$ cat config.mk
export PLATFORM = sky130hd
export DESIGN_NAME = conv3_queue
export DESIGN_NICKNAME = d
export VERILOG_FILES = /design/src/hw/rtl/conv3_pkg.sv /design/src/hw/rtl/conv3_queue.sv
export SDC_FILE = /design/constraint.sdc
export NUM_CORES = 1
export LEC_CHECK = 0
export ABC_AREA = 1
export BUFFER_PORTS_ARGS = -buffer_cell sky130_fd_sc_hd__buf_2
export CAP_MARGIN = 40
export CORE_ASPECT_RATIO = 1.75
export CORE_MARGIN = 8
export CORE_UTILIZATION = 50
export DETAILED_ROUTE_END_ITERATION = 6
export GPL_TIMING_DRIVEN = 1
export PLACE_DENSITY = 0.76
export RECOVER_POWER = 25
export SLEW_MARGIN = 20
export SYNTH_ARGS = -nofsm -noshare
export SYNTH_HDL_FRONTEND = slang
export SYNTH_SLANG_ARGS = --single-unit
$ cat constraint.sdc
create_clock -name i_clk -period 5 [get_ports i_clk]
set_input_delay 1 -clock i_clk [delete_from_list [all_inputs] [get_ports i_clk]]
set_output_delay 1 -clock i_clk [all_outputs]
set_load 0.005 [all_outputs]
$ cat src/hw/rtl/conv3_pkg.sv
package conv3_pkg;

    localparam int PIX_W      = 8;
    localparam int FW_W       = 11;
    localparam int HGT_W      = 12;
    localparam int DIV_W      = 8;
    localparam int CFG_IDX_W  = 3;
    localparam int CFG_DATA_W = 24;
    localparam int SUM_W      = 21;
    localparam int QUO_W      = 20;
    localparam int PIX_MAX    = 255;

    localparam logic [CFG_IDX_W-1:0] REG_COEF_TOP    = 3'd0;
    localparam logic [CFG_IDX_W-1:0] REG_COEF_MIDDLE = 3'd1;
    localparam logic [CFG_IDX_W-1:0] REG_COEF_BOTTOM = 3'd2;
    localparam logic [CFG_IDX_W-1:0] REG_DIVISOR     = 3'd3;
    localparam logic [CFG_IDX_W-1:0] REG_FRAME_WIDTH = 3'd4;
    localparam logic [CFG_IDX_W-1:0] REG_FRAME_HGT   = 3'd5;

    localparam logic FUNC_PIXEL = 1'b0;
    localparam logic FUNC_DRAIN = 1'b1;

    typedef logic [8:0][PIX_W-1:0] t_win;

    typedef struct packed {
        logic             func;
        logic [PIX_W-1:0] pixel_value;
    } t_in;

    typedef struct packed {
        logic [PIX_W-1:0] out_pixel;
        logic             end_of_frame;
    } t_out;

    typedef struct packed {
        logic             conv;
        logic [PIX_W-1:0] value;
        logic             eof;
        t_win             win;
    } t_job;

    typedef struct packed {
        logic push;
        logic pop;
    } t_q_ctrl;

    typedef struct packed {
        logic full;
        logic empty;
    } t_q_stat;

    typedef enum logic {
        F_IDLE,
        F_PROC
    } t_front_st;

    typedef enum logic [1:0] {
        B_IDLE,
        B_MAC,
        B_DIV,
        B_OUT
    } t_back_st;

endpackage

$ cat src/hw/rtl/conv3_queue.sv
module conv3_queue (
    input  logic               i_clk,
    input  logic               i_rst_n,
    input  conv3_pkg::t_q_ctrl i_ctrl,
    input  conv3_pkg::t_job    i_job,
    output conv3_pkg::t_job    o_job,
    output conv3_pkg::t_q_stat o_stat
);
    import conv3_pkg::*;

    localparam int DEPTH = 4;
    localparam int PTR_W = $clog2(DEPTH);

    t_job               r_mem [DEPTH];
    logic [PTR_W-1:0]   r_wr_ptr;
    logic [PTR_W-1:0]   r_rd_ptr;
    logic [PTR_W:0]     r_count;

    always_ff @(posedge i_clk) begin
        if (!i_rst_n) begin
            r_wr_ptr <= '0;
            r_rd_ptr <= '0;
            r_count  <= '0;
        end else begin
            if (i_ctrl.push) begin
                r_wr_ptr <= r_wr_ptr + 1'b1;
            end
            if (i_ctrl.pop) begin
                r_rd_ptr <= r_rd_ptr + 1'b1;
            end
            if (i_ctrl.push && !i_ctrl.pop) begin
                r_count <= r_count + 1'b1;
            end else if (!i_ctrl.push && i_ctrl.pop) begin
                r_count <= r_count - 1'b1;
            end
        end
    end

    always_ff @(posedge i_clk) begin
        if (i_ctrl.push) begin
            r_mem[r_wr_ptr] <= i_job;
        end
    end

    assign o_job        = r_mem[r_rd_ptr];
    assign o_stat.full  = (r_count == (PTR_W+1)'(DEPTH));
    assign o_stat.empty = (r_count == '0);
endmodule

==> summary.md <==
| Metric | Value |
|---|---|
| Status | `complete, no violations` |
| Iteration count of the initial detailed-routing pass | `5` |
| Post-Route Skew | `~0.0076 ns` |
| Area taken by multi-input logic gates | `0.00224 mm^2` |
| RSZ-0062 raised after global routing | `no` |
| Slew Limit Fails | `0` |
| Post-Place Cell Area | `0.0138 mm^2` |
| Pin count of the biggest net entering global routing | `between 150 and 200` |
| CTS tree | `done` |
| Total gr overflow | `0` |
| Post-Syn Nets | `~940` |
| Fin. Hold Viols | `0` |
| Slew margin rel. | `0.523` |
| Launching point of the worst reg2reg path | `r_wr_ptr[0]` |
| Initial antenna violation count | `4` |
| WHS | `0.479 ns` |
| Synth unique cells | `24` |
| Die area | `a little over 0.03 mm^2` |
| Sink Count | `337` |
| Initial Util | `0.505` |
| GRT Resource Usage Total | `0.170` |
| Routed Antenna Nets | `0` |
| CP top delay family | `buffers and inverters` |
| Synthesized area per cell | `between 10 and 15 um^2` |
| CP max-delay cell | `buf_4` |
| Initial drt markers | `a little over 600` |
| IR drop worst, VDD | `358 uV` |
| Area share of the largest cell type after synthesis | `0.776` |
| Register area share after synthesis | `0.790` |
| R2R Setup Slk | `around 3 ns` |
| CP Buf/Inv Count | `3` |
| First-pass GRT wire length | `slightly above 40000 um` |
| Worst EP arrival | `2.53 ns` |
| Detailed Place HPWL | `between 15000 and 20000 um` |
| Critical Path Fanout Max | `42` |
| Critical path class | `register to output port` |
| CP Cell Sequence | `clkinv_2, buf_4, o21ai_1, o22ai_1, buf_2` |
| CTS Buf Count | `28` |
| Critical Path Sink Type | `output port` |
| Yosys reg bits | `~340` |
| Power density over the cells | `slightly above 400 mW/mm^2` |
| Critical path launch point type | `register` |
| Setup WS post-layout | `1.47 ns` |
| Fin nets | `between 1000 and 1500` |
| Worst hold stages | `1` |
| Cell area after synthesis | `0.0127 mm^2` |
| Top post-synthesis cells by area | `edfxtp_1 (78%), nor2_1 (4.9%), o22ai_1 (3.9%)` |
| Worst min-delay path class | `register to register` |
| Min cycle time layout | `around 3.5 ns` |
| R2R cell count | `4` |
| Clk root buf | `clkbuf_16` |
| Drc violations | `0` |
| Most common cell after layout, fill and taps aside | `edfxtp_1` |
| Post-CTS sizing | `0` |
| Period utilization | `0.706` |
| Share of cells above drive strength 1 | `0.193` |
| Reg area | `approximately 0.01 mm^2` |
| Hold Startpoint | `r_rd_ptr[1]` |
| Detailed-route wire length per cell | `19.7 um` |
| CP Depth | `5` |
| Reg2reg end | `r_mem[3][15]` |
| Vias in the first global route | `about 7500` |
| Fillers | `approximately 2000` |
| Routed wire length | `approximately 27000 um` |
| Vias per cell | `5.56` |
| CP peak stage delay | `roughly 0.58 ns` |
| Floorplan core area | `~0.025 mm^2` |
| Slew at the pin with the worst max-slew slack | `slightly above 0.7 ns` |
| Die W | `136 um` |
| Max Cap Viol | `0` |
| Synth Warn # | `0` |
| Commonest cells after routing, fill and taps aside | `edfxtp_1 (328), nor2_1 (167), buf_2 (116)` |
| Area Growth Syn to Fin | `15.7%` |
| Setup WS pre-CTS | `approximately 2.0 ns` |
| Fin area | `between 0.01 and 0.015 mm^2` |
| Row cnt | `77` |
| Yosys top cell by area | `edfxtp_1` |
| # H-tree levels | `1` |
| RePlAce Congestion | `0.736` |
| DR vias | `about 7500` |
| Critical path required time | `~4 ns` |
| Clock-pin slew on the worst setup and hold paths | `about 0.060 ns` |
| Skew-Pair Late Insertion Delay | `0.54 ns` |
| F_max | `roughly 0.28 GHz` |
| Hold buffers post-CTS | `0` |
| Vert. Die Dim | `~230 um` |
| Core Util, Final | `0.584` |
| Leak | `5.01 nW` |
| # Post-CTS Setup Buffers | `0` |
| Max clock buf depth | `3` |
| Synth Instances | `851` |
| Num ports | `170` |
| # setup viols final | `0` |
| PortBufs | `between 150 and 200` |
| Setup_tns | `0 ns` |
-- cells by family (layout without fill, tap and decap cells) --
| kind of cell | after synthesis | in the layout | share of synthesized area |
|---|---|---|---|
| other | 0 | 4 | 0 |
| AOI/OAI and AO/OA | 256 | 256 | 0.115 |
| buffers and inverters | 70 | 251 | 0.0337 |
| adders and majority gates | 6 | 6 | 0.00650 |
| DFF | 337 | 337 | 0.790 |
| and+or+nand+nor | 182 | 182 | 0.0547 |
-- cell usage after synthesis --
master	count
inv_2	1
buf_6	13
buf_4	7
nor2_1	167
o22ai_1	80
inv_1	15
a21oi_1	4
dfxtp_1	9
nand2_1	9
o21ai_0	90
clkbuf_1	14
o21ai_1	62
ha_1	5
nor3_1	2
inv_4	1
nor2_2	2
o22ai_2	2
o21ai_2	18
edfxtp_1	328
nand4_1	1
buf_2	18
fa_1	1
buf_12	1
nand3_1	1
-- report_power, final --
group	leakage, nW	internal, mW	switching [mW]
Sequential	3.09	3.23	0.0305
Clock	0.456	1.31	0.924
Combinational	1.47	0.185	0.343
-- worst max path at each step --
stage / startpoint / end
6_report: register / o_job[0]
5_1_grt: register / o_job[0]
4_1_cts: register / o_job[81]
3_5_place_dp: register / o_job[81]
3_3_place_gp: register / o_job[81]
2_1_floorplan: i_ctrl[1] / r_mem[0][0]
-- cell type report --
class,instances,share of cell area
flip-flops and latches,337,0.683
multi-input cells,444,0.153
repair buffers,184,0.0672
clock buffers,36,0.0512
well taps,316,0.0269
clock inverters,14,0.0130
inverters,17,0.00511
diodes,4,0.000682
-- layer usage --
| layer | global-route usage | vias to the layer above | wire, um | part of all wire |
|---|---|---|---|---|
| met5 | 0 | - | 12 | 0.00045 |
| met3 | 0.0293 | 44 | 1490 | 0.056 |
| met4 | 0.0915 | 2 | 903 | 0.034 |
| met1 | 0.188 | 3687 | 9900 | 0.37 |
| met2 | 0.303 | 231 | 14400 | 0.54 |
| li1 | - | 3547 | - | - |
-- registers in the layout (all words and copies together) (netlist names), named ones only --
signal,flops
r_count,3
r_mem,328
r_rd_ptr,2
r_wr_ptr,2
-- per-stage QoR --
stage	cells	total power [mW]
floorplan	851	3.62
detailed placement	1297	3.86
global placement	1294	3.83
CTS	1347	6.08
finish	1352	6.02
global route	1351	6.23
Power figures use the tool's default switching activity.
