$ cat src/hw/rtl/conv3_pkg.sv
package conv3_pkg;

    localparam int PIX_W      = 8;
    localparam int FW_W       = 11;
    localparam int HGT_W      = 12;
    localparam int DIV_W      = 8;
    localparam int CFG_IDX_W  = 3;
    localparam int CFG_DATA_W = 24;
    localparam int SUM_W      = 21;
    localparam int QUO_W      = 20;
    localparam int PIX_MAX    = 255;

    localparam logic [CFG_IDX_W-1:0] REG_COEF_TOP    = 3'd0;
    localparam logic [CFG_IDX_W-1:0] REG_COEF_MIDDLE = 3'd1;
    localparam logic [CFG_IDX_W-1:0] REG_COEF_BOTTOM = 3'd2;
    localparam logic [CFG_IDX_W-1:0] REG_DIVISOR     = 3'd3;
    localparam logic [CFG_IDX_W-1:0] REG_FRAME_WIDTH = 3'd4;
    localparam logic [CFG_IDX_W-1:0] REG_FRAME_HGT   = 3'd5;

    localparam logic FUNC_PIXEL = 1'b0;
    localparam logic FUNC_DRAIN = 1'b1;

    typedef logic [8:0][PIX_W-1:0] t_win;

    typedef struct packed {
        logic             func;
        logic [PIX_W-1:0] pixel_value;
    } t_in;

    typedef struct packed {
        logic [PIX_W-1:0] out_pixel;
        logic             end_of_frame;
    } t_out;

    typedef struct packed {
        logic             conv;
        logic [PIX_W-1:0] value;
        logic             eof;
        t_win             win;
    } t_job;

    typedef struct packed {
        logic push;
        logic pop;
    } t_q_ctrl;

    typedef struct packed {
        logic full;
        logic empty;
    } t_q_stat;

    typedef enum logic {
        F_IDLE,
        F_PROC
    } t_front_st;

    typedef enum logic [1:0] {
        B_IDLE,
        B_MAC,
        B_DIV,
        B_OUT
    } t_back_st;

endpackage

$ cat src/hw/rtl/conv3_back.sv
module conv3_back (
    input  logic                             i_clk,
    input  logic                             i_rst_n,
    input  logic [conv3_pkg::CFG_DATA_W-1:0] i_coef_top,
    input  logic [conv3_pkg::CFG_DATA_W-1:0] i_coef_mid,
    input  logic [conv3_pkg::CFG_DATA_W-1:0] i_coef_bot,
    input  logic [conv3_pkg::DIV_W-1:0]      i_divisor,
    input  conv3_pkg::t_job                  i_job,
    input  logic                             i_q_empty,
    output logic                             o_pop,
    output logic                             o_out_valid,
    input  logic                             i_out_ready,
    output conv3_pkg::t_out                  o_out_data
);
    import conv3_pkg::*;

    localparam int CNT_W = $clog2(QUO_W);

    t_back_st                r_state;
    t_back_st                n_state;
    t_win                    r_win;
    logic                    r_eof;
    logic [1:0]              r_row;
    logic signed [SUM_W-1:0] r_acc;
    logic [QUO_W-1:0]        r_quo;
    logic [DIV_W-1:0]        r_rem;
    logic [CNT_W-1:0]        r_cnt;
    logic [PIX_W-1:0]        r_res;
    logic                    r_out_valid;
    t_out                    r_out;

    logic [CFG_DATA_W-1:0]   coef_row;
    logic signed [SUM_W-1:0] row_sum;
    logic [DIV_W:0]          trial;
    logic [DIV_W:0]          dvs;
    logic                    slot_free;

    assign slot_free   = !r_out_valid || i_out_ready;
    assign o_out_valid = r_out_valid;
    assign o_out_data  = r_out;
    assign dvs         = (i_divisor == '0) ? (DIV_W+1)'(1) : {1'b0, i_divisor};
    assign trial       = {r_rem, r_quo[QUO_W-1]};

    always_comb begin
        case (r_row)
            2'd0:    coef_row = i_coef_top;
            2'd1:    coef_row = i_coef_mid;
            default: coef_row = i_coef_bot;
        endcase
        row_sum = SUM_W'($signed(coef_row[7:0]))   * SUM_W'($signed({1'b0, r_win[0]}))
                + SUM_W'($signed(coef_row[15:8]))  * SUM_W'($signed({1'b0, r_win[1]}))
                + SUM_W'($signed(coef_row[23:16])) * SUM_W'($signed({1'b0, r_win[2]}));
    end

    always_comb begin
        n_state = r_state;
        o_pop   = 1'b0;
        unique case (r_state)
            B_IDLE: begin
                if (!i_q_empty) begin
                    o_pop   = 1'b1;
                    n_state = i_job.conv ? B_MAC : B_OUT;
                end
            end
            B_MAC: begin
                if (r_row == 2'd2) begin
                    n_state = B_DIV;
                end
            end
            B_DIV: begin
                if (r_cnt == CNT_W'(QUO_W - 1)) begin
                    n_state = B_OUT;
                end
            end
            B_OUT: begin
                if (slot_free) begin
                    n_state = B_IDLE;
                end
            end
            default: n_state = B_IDLE;
        endcase
    end

    always_ff @(posedge i_clk) begin
        if (!i_rst_n) begin
            r_state     <= B_IDLE;
            r_out_valid <= 1'b0;
        end else begin
            r_state <= n_state;
            if (r_state == B_OUT && slot_free) begin
                r_out_valid <= 1'b1;
            end else if (i_out_ready) begin
                r_out_valid <= 1'b0;
            end
        end
    end

    always_ff @(posedge i_clk) begin
        unique case (r_state)
            B_IDLE: begin
                r_win <= i_job.win;
                r_eof <= i_job.eof;
                r_res <= i_job.value;
                r_row <= '0;
                r_acc <= '0;
            end
            B_MAC: begin
                r_acc <= r_acc + row_sum;
                r_win <= t_win'(r_win >> (3 * PIX_W));
                r_row <= r_row + 1'b1;
                if (r_row == 2'd2) begin
                    r_quo <= ((r_acc + row_sum) > 0) ? QUO_W'(r_acc + row_sum) : '0;
                    r_rem <= '0;
                    r_cnt <= '0;
                end
            end
            B_DIV: begin
                r_cnt <= r_cnt + 1'b1;
                if (trial >= dvs) begin
                    r_rem <= DIV_W'(trial - dvs);
                    r_quo <= {r_quo[QUO_W-2:0], 1'b1};
                end else begin
                    r_rem <= trial[DIV_W-1:0];
                    r_quo <= {r_quo[QUO_W-2:0], 1'b0};
                end
                if (r_cnt == CNT_W'(QUO_W - 1)) begin
                    r_res <= '1;
                end
            end
            B_OUT: begin
                if (slot_free) begin
                    r_out.out_pixel    <= (r_row == 2'd3 && r_quo <= QUO_W'(PIX_MAX))
                                        ? r_quo[PIX_W-1:0] : r_res;
                    r_out.end_of_frame <= r_eof;
                end
            end
            default: ;
        endcase
    end
endmodule

$ cat config.mk
export PLATFORM = sky130hd
export DESIGN_NAME = conv3_back
export DESIGN_NICKNAME = d
export VERILOG_FILES = /design/src/hw/rtl/conv3_pkg.sv /design/src/hw/rtl/conv3_back.sv
export SDC_FILE = /design/constraint.sdc
export NUM_CORES = 1
export LEC_CHECK = 0
export ABC_CLOCK_PERIOD_IN_PS = 19000
export BUFFER_PORTS_ARGS = -buffer_cell sky130_fd_sc_hd__buf_4
export CORE_MARGIN = 2
export CORE_UTILIZATION = 40
export DETAILED_ROUTE_END_ITERATION = 8
export GPL_ROUTABILITY_DRIVEN = 1
export PLACE_DENSITY = 0.68
export SETUP_SLACK_MARGIN = 0.2
export SYNTH_ARGS = -nofsm -noshare
export SYNTH_HDL_FRONTEND = slang
export SYNTH_SLANG_ARGS = --single-unit
$ cat constraint.sdc
create_clock -name i_clk -period 19 [get_ports i_clk]
set_input_delay 0 -clock i_clk [delete_from_list [all_inputs] [get_ports i_clk]]
set_output_delay 0 -clock i_clk [all_outputs]
set_load 0.1 [all_outputs]
==> impl_metrics.tcl <==
set metrics [dict create \
    finalCriticalPeriod_ns 9.70 \
    grt_setup_unrepaired "false" \
    grt_use_total_pct 17.9 \
    ios 177 \
    numCtsBuffers 17 \
    grtUsageMet2_pct 30.9 \
    synth_area_leader_cell "edfxtp_1" \
    use_met1_pct 23.3 \
    rows 70 \
    hold_class "input pin to register" \
    routed-via-count 10700 \
    status "finished clean" \
    io_buffers 176 \
    fin_area_um2 18300 \
    cts.sinks 149 \
    dieHeight_um 198 \
    viasPerCell 4.96 \
    critPathBufInv 6 \
    dpl-instance-area_um2 16900 \
    fill_cells 3262 \
    clk_latency_ns 0.44 \
    detail-route-antenna-nets 0 \
    critPathRequiredTime_ns 19.29 \
    core_area_um2 36800 \
    nets 2170 \
    tns_ns 0 \
    cpMostUsedCell "fa_1" \
    grt_pass1_wl_um 55600 \
    grt_remaining_overflow 0 \
    wirelength_um 34100 \
    crit_path_top_delay_cell "a21oi_1" \
    slew_headroom_pct 23.8 \
    synth_edf_count 146 \
    critical_path_class "register to register" \
    synth_top_flop_cell "edfxtp_1" \
    use_met3_pct 2.45 \
    avgSynthCellArea_um2 10.6 \
    initial_core_util_pct 40.8 \
    crit_fanout 25 \
    ys_types 55 \
    cts_max_level 4 \
    netlist_instances 1422 \
    syn2layout_area_growth_pct 21.8 \
    grt_max_degree 86 \
    dp.cells 2047 \
    drc_errors 0 \
    async_flop_share_pct 0 \
    crit_path_max_incr_delay_ns 0.90 \
    grt.busiest_layer "met2" \
    post-route-util_pct 49.7 \
    critPathArrivalTime_ns 10.00 \
    multi_input_area_um2 9420 \
    final.period_utilization_pct 51.1 \
    cp-start-kind "register" \
    yosys_warnings 0 \
    finalHoldViolCount 0 \
    place_congestion 0.867 \
    grt_pass1_vias 11400 \
    cts_tree "built" \
    ys_seq_area_share_pct 29.6 \
    path_delay_family "adder cells" \
    ff_latch_area_um2 4440 \
    clockRootBuffer "clkbuf_16" \
    routedWlPerCell_um 15.8 \
    clockBufferDepth 2 \
    synth_seq_cells 149 \
    final-setup-viol-count 0 \
    maxSlewViolCount 0 \
    drtPass1Iterations 6 \
    post_cts_buffers 0 \
    drive_gt1_share_pct 17.8 \
    fp.dieArea_um2 39100 \
    synthesis.area_um2 15000 \
    maxCapViolations 0 \
    first_iter_violations 504 \
    final_cell_count_no_fill 2163 \
    antenna_cells 0 \
    worstMarginPinSlew_ns 1.14 \
    setup.worst_path.end_class "register" \
    synth_top_area_share_pct 29.2 \
    max_freq_mhz 103 \
    synth_area_leaders "edfxtp_1 29%, fa_1 23%, ha_1 13%, inv_1 7.1%, and2_1 5.1%" \
    antenna_found_initial 0 \
    synth_nets 1910 \
    skew_ns 0.0223 \
    hpwl_um 26900 \
    die_w_um 198 \
    clkTransAtPathRegs_ns 0.07 \
]
## metal layers
layer	vias to the layer above	share of wire (%)
met5	-	0
met4	0	2.2
met3	39	3.8
met2	223	50
met1	5328	44
li1	5134	-
## cells by family after synthesis
group / share of synthesized area, %
adders and majority gates: 35.4
xor gates and xnor gates: 2.22
muxes: 4.41
and+or+nand+nor: 13.1
AOI/OAI and AO/OA: 7.47
DFF: 29.6
buffers and inverters: 7.80
## final cells by class
cell class	instances	share of cell area, %
clock inverters	14	0.745
well taps	468	3.20
clock buffers	18	2.35
flip-flops and latches	149	24.3
multi-input cells	963	51.5
repair buffers	266	12.1
inverters	285	5.85
## synth_stat cells, drive strengths merged, types with 3 or more instances
cell type,n
a211oi,8
a21boi,5
a21o,12
a21oi,31
a22o,22
a22oi,22
a31oi,6
and2,123
and3,3
clkbuf,24
dfxtp,3
edfxtp,146
fa,171
ha,151
inv,285
mux2,57
nand2,131
nand2b,4
nand3,12
nand4,4
nor2,42
nor2b,35
nor3,9
nor4,3
o211ai,4
o21a,3
o21ai,26
o21bai,7
or2,16
or3,3
xnor2,27
xor2,11
## placed cells by master (no fill, tap or decap), drive strengths merged, types with 9 or more instances in the layout
cell	count
xnor2	27
inv	292
dlygate4sd3	84
nand2	131
ha	151
nand3	12
nor2b	35
a22o	22
buf	182
fa	171
a21o	12
a21oi	31
mux2	57
o21ai	26
nor3	9
a22oi	22
clkbuf	18
and2	123
xor2	11
nor2	42
edfxtp	146
or2	16
## tightest hold or removal path: cells and delay by family
kind / cells / cell delay (ns)
AO/OA/AOI/OAI: 2 / 0.22
buffers and inverters: 1 / 0.09
AND/OR/NAND/NOR: 1 / 0.11
## flip-flops by register name, indices dropped and copies added, names as in the netlist
register     flops
o_out_data       9
r_quo           20
r_eof            1
r_state          2
r_rem            8
o_out_valid      1
r_row            2
r_acc           21
r_win           72
r_res            8
r_cnt            5
## path summary, 6_finish.rpt
path,from,endpoint,slack (ns),cells after the start
setup reg to reg,r_row[0]$_SDFFCE_PN0P_,r_quo[15]$_DFFE_PP_,9.30,30
setup / recovery,r_row[0]$_SDFFCE_PN0P_,r_quo[15]$_DFFE_PP_,9.30,30
hold / removal,i_q_empty,r_state[0]$_SDFFE_PN0P_,0.03,4
hold reg to reg,r_eof$_DFFE_PP_,o_out_data[0]$_DFFE_PP_,0.42,0
## stage by stage
step | hold slack, ns | worst slack [ns]
after floorplan | 0.0989 | 10.45
after global placement | 0.179 | 9.59
after detailed placement | 0.180 | 9.33
after CTS | 0.0201 | 9.29
after global routing | 0.0517 | 8.62
final | 0.0288 | 9.30
## repair_timing
item / 4_1_cts / 5_1_grt
hold buffers: 84 / 0
hold endpoints to repair: 84 / 0
resized for setup: 0 / 0
Power is left out: the tool's default activity adds up to more than one toggle a clock period on the data nets, which glitch-free logic cannot reach.
